===== src/rtl/lcdns_pkg.sv =====
// ----------------------------------------------------------------------------
// lcdns_pkg
// Shared types and constants of the character LCD nibble sequencer.
// ----------------------------------------------------------------------------
package lcdns_pkg;

   // request codes
   localparam logic [1:0] CMD_INIT   = 2'd0;
   localparam logic [1:0] CMD_CLEAR  = 2'd1;
   localparam logic [1:0] CMD_CURSOR = 2'd2;
   localparam logic [1:0] CMD_WRITE  = 2'd3;

   // controller opcodes and nibbles
   localparam logic [7:0] OP_FUNCSET  = 8'h28;
   localparam logic [7:0] OP_DISPOFF  = 8'h08;
   localparam logic [7:0] OP_CLEAR    = 8'h01;
   localparam logic [7:0] OP_ENTRY    = 8'h06;
   localparam logic [7:0] OP_DISPON   = 8'h0C;
   localparam logic [3:0] WAKE_NIB    = 4'h3;
   localparam logic [3:0] FOURBIT_NIB = 4'h2;

   // waits
   localparam logic [5:0] POWERUP_MS   = 6'd50;
   localparam logic [2:0] HOLD_NONE    = 3'd0;
   localparam logic [2:0] HOLD_WAKE    = 3'd1;
   localparam logic [2:0] HOLD_FIRST   = 3'd5;
   localparam logic [2:0] HOLD_CLEAR   = 3'd3;

   // initialise runs over this many transfers
   localparam int unsigned INIT_STEPS = 14;
   localparam logic [3:0]  INIT_LAST  = 4'(INIT_STEPS - 1);

   // one job for the back end: a full init run, or one byte as two nibbles
   typedef struct packed {
      logic       init;
      logic [7:0] data;
      logic       rs;
      logic [2:0] hold_lo;
   } job_type;

   typedef struct packed {
      logic [3:0] nibble;
      logic [5:0] lead;
      logic [2:0] hold;
   } xfer_type;

   // transfer table of the initialise run
   function automatic xfer_type init_xfer(input logic [3:0] step);
      xfer_type x;
      x = '{nibble: 4'h0, lead: 6'd0, hold: HOLD_NONE};
      case (step)
         4'd0:  x = '{nibble: WAKE_NIB, lead: POWERUP_MS, hold: HOLD_FIRST};
         4'd1:  x = '{nibble: WAKE_NIB, lead: 6'd0, hold: HOLD_WAKE};
         4'd2:  x = '{nibble: WAKE_NIB, lead: 6'd0, hold: HOLD_WAKE};
         4'd3:  x = '{nibble: FOURBIT_NIB, lead: 6'd0, hold: HOLD_WAKE};
         4'd4:  x.nibble = OP_FUNCSET[7:4];
         4'd5:  x.nibble = OP_FUNCSET[3:0];
         4'd6:  x.nibble = OP_DISPOFF[7:4];
         4'd7:  x.nibble = OP_DISPOFF[3:0];
         4'd8:  x.nibble = OP_CLEAR[7:4];
         4'd9:  x = '{nibble: OP_CLEAR[3:0], lead: 6'd0, hold: HOLD_CLEAR};
         4'd10: x.nibble = OP_ENTRY[7:4];
         4'd11: x.nibble = OP_ENTRY[3:0];
         4'd12: x.nibble = OP_DISPON[7:4];
         4'd13: x.nibble = OP_DISPON[3:0];
         default: x = '{nibble: 4'h0, lead: 6'd0, hold: HOLD_NONE};
      endcase
      return x;
   endfunction

endpackage


===== src/rtl/lcdns_front.sv =====
// ----------------------------------------------------------------------------
// lcdns_front
// Classifies a request into a job: an initialise run or one byte to send.
// ----------------------------------------------------------------------------
module lcdns_front (
   input  logic [1:0]            req_cmd,
   input  logic [7:0]            req_char_code,
   input  logic [5:0]            req_column,
   input  logic                  req_line,
   output lcdns_pkg::job_type    job
);

   always_comb begin
      job = '{init: 1'b0, data: 8'h00, rs: 1'b0, hold_lo: lcdns_pkg::HOLD_NONE};
      unique case (req_cmd)
         lcdns_pkg::CMD_INIT: begin
            job.init = 1'b1;
         end
         lcdns_pkg::CMD_CLEAR: begin
            job.data    = lcdns_pkg::OP_CLEAR;
            job.hold_lo = lcdns_pkg::HOLD_CLEAR;
         end
         lcdns_pkg::CMD_CURSOR: begin
            // column below 64 so line 1 offset is just bit 6
            job.data = {1'b1, req_line, req_column};
         end
         lcdns_pkg::CMD_WRITE: begin
            job.data = req_char_code;
            job.rs   = 1'b1;
         end
         default: begin
            job.init = 1'b0;
         end
      endcase
   end

endmodule


===== src/rtl/lcdns_job_queue.sv =====
// ----------------------------------------------------------------------------
// lcdns_job_queue
// Short queue of jobs between the front end and the back end.
// ----------------------------------------------------------------------------
module lcdns_job_queue #(
   parameter int unsigned DEPTH = 4
) (
   input  logic                 clock,
   input  logic                 reset,
   input  logic                 wr_en,
   input  lcdns_pkg::job_type   wr_job,
   output logic                 full,
   input  logic                 rd_en,
   output lcdns_pkg::job_type   rd_job,
   output logic                 not_empty
);

   localparam int unsigned PW = (DEPTH > 1) ? $clog2(DEPTH) : 1;
   localparam int unsigned CW = $clog2(DEPTH + 1);

   lcdns_pkg::job_type slot_ff [DEPTH];
   logic [PW-1:0] wr_ptr_ff, wr_ptr_in;
   logic [PW-1:0] rd_ptr_ff, rd_ptr_in;
   logic [CW-1:0] count_ff, count_in;

   function automatic logic [PW-1:0] bump(input logic [PW-1:0] p);
      return (p == PW'(DEPTH - 1)) ? '0 : p + PW'(1);
   endfunction

   assign full      = (count_ff == CW'(DEPTH));
   assign not_empty = (count_ff != '0);
   assign rd_job    = slot_ff[rd_ptr_ff];

   always_comb begin
      wr_ptr_in = wr_en ? bump(wr_ptr_ff) : wr_ptr_ff;
      rd_ptr_in = rd_en ? bump(rd_ptr_ff) : rd_ptr_ff;
      count_in  = count_ff;
      if (wr_en && !rd_en) begin
         count_in = count_ff + CW'(1);
      end else if (rd_en && !wr_en) begin
         count_in = count_ff - CW'(1);
      end
   end

   always_ff @(posedge clock) begin
      if (reset) begin
         wr_ptr_ff <= '0;
         rd_ptr_ff <= '0;
         count_ff  <= '0;
      end else begin
         wr_ptr_ff <= wr_ptr_in;
         rd_ptr_ff <= rd_ptr_in;
         count_ff  <= count_in;
      end
   end

   always_ff @(posedge clock) begin
      if (wr_en) begin
         slot_ff[wr_ptr_ff] <= wr_job;
      end
   end

endmodule


===== src/rtl/lcdns_back.sv =====
// ----------------------------------------------------------------------------
// lcdns_back
// Walks the head job nibble by nibble into the result register.
// ----------------------------------------------------------------------------
module lcdns_back (
   input  logic                 clock,
   input  logic                 reset,
   input  logic                 job_valid,
   input  lcdns_pkg::job_type   job,
   output logic                 job_done,
   output logic                 empty,
   input  logic                 pop,
   output logic [3:0]           rsp_nibble,
   output logic                 rsp_reg_select,
   output logic [5:0]           rsp_lead_wait_ms,
   output logic [2:0]           rsp_hold_ms,
   output logic                 rsp_last
);

   logic [3:0] step_ff, step_in;
   logic       out_valid_ff, out_valid_in;
   logic [3:0] nibble_ff;
   logic       rs_ff;
   logic [5:0] lead_ff;
   logic [2:0] hold_ff;
   logic       last_ff;

   logic                 load;
   logic                 step_last;
   lcdns_pkg::xfer_type  xfer;

   assign load = job_valid && (!out_valid_ff || pop);

   always_comb begin
      if (job.init) begin
         xfer      = lcdns_pkg::init_xfer(step_ff);
         step_last = (step_ff == lcdns_pkg::INIT_LAST);
      end else begin
         step_last = step_ff[0];
         xfer.lead = 6'd0;
         if (step_ff[0]) begin
            xfer.nibble = job.data[3:0];
            xfer.hold   = job.hold_lo;
         end else begin
            xfer.nibble = job.data[7:4];
            xfer.hold   = lcdns_pkg::HOLD_NONE;
         end
      end
      job_done     = load && step_last;
      step_in      = load ? (step_last ? 4'd0 : step_ff + 4'd1) : step_ff;
      out_valid_in = load || (out_valid_ff && !pop);
   end

   always_ff @(posedge clock) begin
      if (reset) begin
         step_ff      <= 4'd0;
         out_valid_ff <= 1'b0;
      end else begin
         step_ff      <= step_in;
         out_valid_ff <= out_valid_in;
      end
   end

   always_ff @(posedge clock) begin
      if (load) begin
         nibble_ff <= xfer.nibble;
         rs_ff     <= job.rs;
         lead_ff   <= xfer.lead;
         hold_ff   <= xfer.hold;
         last_ff   <= step_last;
      end
   end

   assign empty            = !out_valid_ff;
   assign rsp_nibble       = nibble_ff;
   assign rsp_reg_select   = rs_ff;
   assign rsp_lead_wait_ms = lead_ff;
   assign rsp_hold_ms      = hold_ff;
   assign rsp_last         = last_ff;

endmodule


===== src/rtl/char_lcd_nibble_sequencer_core.sv =====
// ----------------------------------------------------------------------------
// char_lcd_nibble_sequencer_core
// HD44780-style 4-bit bus sequencer: requests in, nibble transfers out.
// ----------------------------------------------------------------------------
// The first nibble of a request passes the job queue and then the result register.
// One nibble per cycle while the result side pops; a request is sent as two nibbles
// (initialise as 14 transfers) through the single result register.
// Requests queue up (QUEUE_DEPTH jobs) while the back end is busy.
// Reset: synchronous; empties the job queue and result register, step count 0.
// ----------------------------------------------------------------------------
module char_lcd_nibble_sequencer_core #(
   parameter int unsigned QUEUE_DEPTH = 4
) (
   input  logic        clock,
   input  logic        reset,
   // request side
   input  logic        push,
   output logic        full,
   input  logic [1:0]  req_cmd,
   input  logic [7:0]  req_char_code,
   input  logic [5:0]  req_column,
   input  logic        req_line,
   // result side
   output logic        empty,
   input  logic        pop,
   output logic [3:0]  rsp_nibble,
   output logic        rsp_reg_select,
   output logic [5:0]  rsp_lead_wait_ms,
   output logic [2:0]  rsp_hold_ms,
   output logic        rsp_last
);

   lcdns_pkg::job_type new_job;
   lcdns_pkg::job_type head_job;
   logic               head_valid;
   logic               head_done;
   logic               push_ok;

   // accept only when the queue has room
   assign push_ok = push && !full;

   // Front end: classify the request into one job word.
   lcdns_front u_front (
      .req_cmd       (req_cmd),
      .req_char_code (req_char_code),
      .req_column    (req_column),
      .req_line      (req_line),
      .job           (new_job)
   );

   // Hold jobs so the request side need not wait on a stalled result side until the queue is full.
   lcdns_job_queue #(
      .DEPTH (QUEUE_DEPTH)
   ) u_queue (
      .clock     (clock),
      .reset     (reset),
      .wr_en     (push_ok),
      .wr_job    (new_job),
      .full      (full),
      .rd_en     (head_done),
      .rd_job    (head_job),
      .not_empty (head_valid)
   );

   // Back end: advance through the head job's nibbles, drop it after the last.
   lcdns_back u_back (
      .clock            (clock),
      .reset            (reset),
      .job_valid        (head_valid),
      .job              (head_job),
      .job_done         (head_done),
      .empty            (empty),
      .pop              (pop),
      .rsp_nibble       (rsp_nibble),
      .rsp_reg_select   (rsp_reg_select),
      .rsp_lead_wait_ms (rsp_lead_wait_ms),
      .rsp_hold_ms      (rsp_hold_ms),
      .rsp_last         (rsp_last)
   );

   // a power-up wait only ever precedes the first wake nibble
   a_lead_only_on_wake: assert property (@(posedge clock) disable iff (reset)
      (!empty && rsp_lead_wait_ms != 6'd0) |->
         (rsp_nibble == lcdns_pkg::WAKE_NIB && !rsp_reg_select && !rsp_last))
      else $error("lead wait on a transfer other than the first wake nibble");

   // data transfers never carry waits
   a_data_no_wait: assert property (@(posedge clock) disable iff (reset)
      (!empty && rsp_reg_select) |->
         (rsp_lead_wait_ms == 6'd0 && rsp_hold_ms == lcdns_pkg::HOLD_NONE))
      else $error("data transfer with a wait attached");

   // a job is retired only while one is present
   a_done_needs_job: assert property (@(posedge clock) disable iff (reset)
      head_done |-> head_valid)
      else $error("job retired from an empty queue");

   // a retired job always leaves its final transfer in the result register
   a_done_sets_last: assert property (@(posedge clock) disable iff (reset)
      head_done |=> (!empty && rsp_last))
      else $error("job retired without a final transfer");

endmodule

===== config.mk =====
export PLATFORM = sky130hd
export DESIGN_NAME = char_lcd_nibble_sequencer_core
export DESIGN_NICKNAME = d
export VERILOG_FILES = /design/src/rtl/lcdns_pkg.sv /design/src/rtl/lcdns_front.sv /design/src/rtl/lcdns_job_queue.sv /design/src/rtl/lcdns_back.sv /design/src/rtl/char_lcd_nibble_sequencer_core.sv
export SDC_FILE = /design/constraint.sdc
export NUM_CORES = 1
export LEC_CHECK = 0
export BUFFER_PORTS_ARGS = -buffer_cell sky130_fd_sc_hd__buf_2
export CORE_ASPECT_RATIO = 1.1
export CORE_UTILIZATION = 40
export DETAILED_ROUTE_END_ITERATION = 7
export PLACE_DENSITY = 0.72
export SLEW_MARGIN = 20
export SYNTH_ARGS = -nofsm -noshare
export SYNTH_HDL_FRONTEND = slang
export SYNTH_SLANG_ARGS = --single-unit

===== constraint.sdc =====
create_clock -name clock -period 2.7 [get_ports clock]
set_input_delay 0.135 -clock clock [delete_from_list [all_inputs] [get_ports clock]]
set_output_delay 0.135 -clock clock [all_outputs]
set_load 0.05 [all_outputs]

==> results by group <==
Timing
  • Final Hold Vio Count: 0
  • Fin Setup TNS: 0 ns
  • Final Cycle Share: between 90% and 100%
  • Slew Limit Headroom: between 50% and 60%
  • Worst-Margin Slew: about 0.60 ns
  • Max-slew violation count: 0
  • FMAX: 395 MHz
  • Final Worst Setup Slack: 0.165 ns
  • Clk_skew: 0.00598 ns
  • Tmin final: 2.53 ns
  • # setup viols final: 0
  • RSZ-0062 raised after global routing: false

Setup path
  • Crit path DAT: approximately 2.8 ns
  • Crit-path cells: mux4_2 > mux2i_1 > nor2_1 > inv_1 > ha_1 > inv_1 > fa_1 > xor2_1 > or3_1 > a21oi_1
  • CP Depth: 10
  • Worst path most repeated cell: inv_1
  • FF-to-FF path depth: 10
  • CP delay by family, top: multiplexers
  • Worst-path fanout max: 3
  • Critical Path RT: 2.98 ns
  • Critical-path top delay cell: mux4_2
  • Critical path launch point type: register
  • WS Path Type: register to register
  • Crit path buf inv count: 2
  • CP endpoint kind: register
  • Critical Path Max Stage Delay: 0.53 ns

Placed design
  • Pre-CTS WS: around 0.12 ns
  • Dpl hpwl: 3.37 mm
  • Final RePlAce weighted congestion: 0.745
  • DP Area: about 3200 sq um
  • PortBufs: 34

Yosys
  • Cell taking the most area after synthesis: edfxtp_1
  • Post-synth cell types: 34
  • Post-Syn Area: a little under 3000 sq um
  • Predominant post-synthesis flop cell: edfxtp_1
  • Post-synth EDFFs: 53
  • Instance count of the mapped netlist: between 200 and 250
  • Synthesized flop and latch total: 67
  • Register area share after synthesis: roughly 63%
  • Synth async-reset ratio: 0%
  • Synthesis Warnings: 0
  • Average size of a mapped cell: approximately 14 sq um
  • Top cell type's share of synthesized area: 53.4%
  • Top post-synthesis cells by area: edfxtp_1 53%, dfxtp_1 9.4%, mux4_2 8.3%
  • Synth top cells by count: 53 x edfxtp_1, 14 x dfxtp_1, 13 x inv_1, 13 x mux2i_1, 13 x nor2_1
  • Count leader, synth: edfxtp_1

GRT
  • Gr usage total: approximately 15%
  • Most Used Layer, Global Route: met2
  • Largest net degree at the start of global routing: 14
  • Initial antenna violation count: 0
  • First-pass GRT wire length: a little over 8 mm
  • Grt ovf: 0
  • M3 GR Usage: about 3.6%
  • Global Route met2 Usage: 24.9%
  • Met1 usage: between 15 and 20%
  • Number of global-route vias before repair: between 1500 and 2000

Finish
  • Fillers: ~630
  • Post-layout instance area: about 3500 sq um
  • # nets final: between 200 and 300
  • # diodes: 0
  • Area delta synth->final: 16.8%
  • Share of cells above drive strength 1: between 20% and 30%

Detailed routing
  • Drt first pass iters: 8
  • DR DRC count: 8
  • Final ANT Viol Nets: 0
  • Vias per std cell: between 5 and 6
  • Routed len/inst: roughly 15 um
  • Initial DRC count: 73
  • DR vias: about 1800
  • Final wirelength: 5.10 mm

Pwr
  • PD cells: 1040 nW/um^2
  • Reg power frac: 39.6%
  • Static leakage: roughly 0.0013 uW
  • Clock power share: 27.5%
  • Logic pwr share: between 30 and 40%
  • Max VDD drop: between 0.3 and 0.4 mV
  • Switching Fraction: approximately a third
  • Internal Power: roughly 2300 uW
  • Switching power: about 1300 uW

Status
  • Violated checks: design-rule violations
  • Status: complete, but fails checks

CTS
  • Clock Path Buffers: 2
  • CTS Buf Count: 9
  • Setup Buffers After CTS: 0
  • CTS sink count: 67
  • Clk_lat worst skew: about 0.34 ns
  • H-tree depth: 3
  • CTS root buffer: clkbuf_8
  • CTS tree: built
  • Reg clk slew, reported paths: approximately 0.070 ns

Flow run
  • Max Cap Violations: 0

Floorplanning
  • Die Footprint: 7800 sq um
  • Core area: roughly 7100 sq um
  • Initial core utilization: between 40% and 50%
  • Die W: approximately 84 um
  • Die Ht: approximately 90 um
  • Number of cell rows: 32
  • I/O pins: 38

Hold path
  • Hold Crit Depth: 2
  • Hold Path Class: input port to register
[repair_timing]
item / 4_1_cts / 5_1_grt
resized for setup: 0 / 2
hold buffers: 0 / 0
setup endpoints to repair: 0 / 1
[cell type report]
cell class	instances	area [sq um]	area share, %
sequential	67	1870	53.8
multi-input combinational	117	985	28.3
timing repair buffer	41	223	6.40
clock buffer	9	124	3.56
clock inverter	7	116	3.34
tap	85	106	3.06
inverter	14	52.6	1.51
[state kept, by name (all words and copies together) (netlist names), named ones only]
signal                   flops
u_queue.wr_ptr_ff            2
u_queue.slot_ff             44
u_back.rsp_nibble            4
u_back.step_ff               4
u_back.rsp_last              1
u_queue.count_ff             3
u_back.rsp_reg_select        1
u_queue.rd_ptr_ff            2
u_back.rsp_lead_wait_ms      1
u_back.rsp_hold_ms           2
u_back.out_valid_ff          1
[worst reg2reg max path: stages (launching register included)]
cell	delay (ns)
dfxtp_1	0.35
mux4_2	0.53
mux2i_1	0.20
nor2_1	0.09
inv_1	0.07
ha_1	0.17
inv_1	0.06
fa_1	0.38
xor2_1	0.18
or3_1	0.31
a21oi_1	0.14
[placed cells by master, fill, tap and decap left out, types with 2 or more instances in the layout]
master,n
inv_1,13
and3_1,2
nor2b_1,10
clkbuf_8,9
nor3_1,5
and2_1,6
mux4_2,11
buf_2,34
conb_1,3
dfxtp_1,13
a21oi_1,10
mux2i_1,13
clkinv_2,2
ha_1,9
nand2_1,4
xnor2_1,2
edfxtp_1,53
nor2_1,13
nand3_1,5
buf_4,7
xor2_1,2
o21ai_0,8
bufinv_16,3
[cells by family after synthesis]
| family | after synthesis | share of synthesized area, % |
|---|---|---|
| flip-flops | 67 | 62.8 |
| AND/OR/NAND/NOR | 50 | 8.82 |
| buffers and inverters | 30 | 4.66 |
| AO/OA/AOI/OAI | 25 | 4.87 |
| multiplexers | 24 | 12.7 |
| adder cells (fa/ha/maj) | 11 | 4.87 |
| XOR/XNOR | 4 | 1.18 |
| other | 1 | 0.126 |
[power by group through the flow]
| stage | sequential, uW | combinational (uW) | clock [uW] |
|---|---|---|---|
| after floorplan | 1700 | 687 | 0 |
| after global placement | 1450 | 1170 | 0 |
| after detailed placement | 1450 | 1190 | 0 |
| after CTS | 1430 | 1200 | 1010 |
| after global routing | 1450 | 1290 | 1060 |
| final | 1430 | 1190 | 992 |
[routing by layer]
layer  vias up  part of all wire (%)
met5         -                     0
met4         0                   1.8
met3         9                   3.5
met2        43                    52
met1       866                    43
li1        839                     -
[metrics by stage]
step | utilization [%] | instances | hold slack [ns] | power (uW)
finish | 48.8 | 340 | 0.128 | 3610
global route | 48.8 | 340 | 0.123 | 3800
CTS | 48.8 | 340 | 0.108 | 3640
detailed placement | 45.4 | 324 | 0.476 | 2650
global placement | 45.4 | 324 | 0.470 | 2620
floorplan | - | 214 | 0.212 | 2390
[path summary, 6_finish.rpt]
check / startpoint / to / slack, ns
max: register / u_queue.count_ff[2] / 0.17
min: reset / u_back.out_valid_ff / 0.13
max reg2reg: register / u_queue.count_ff[2] / 0.17
min reg2reg: u_back.step_ff[1] / u_back.step_ff[1] / 0.49
Power figures use the tool's default switching activity.
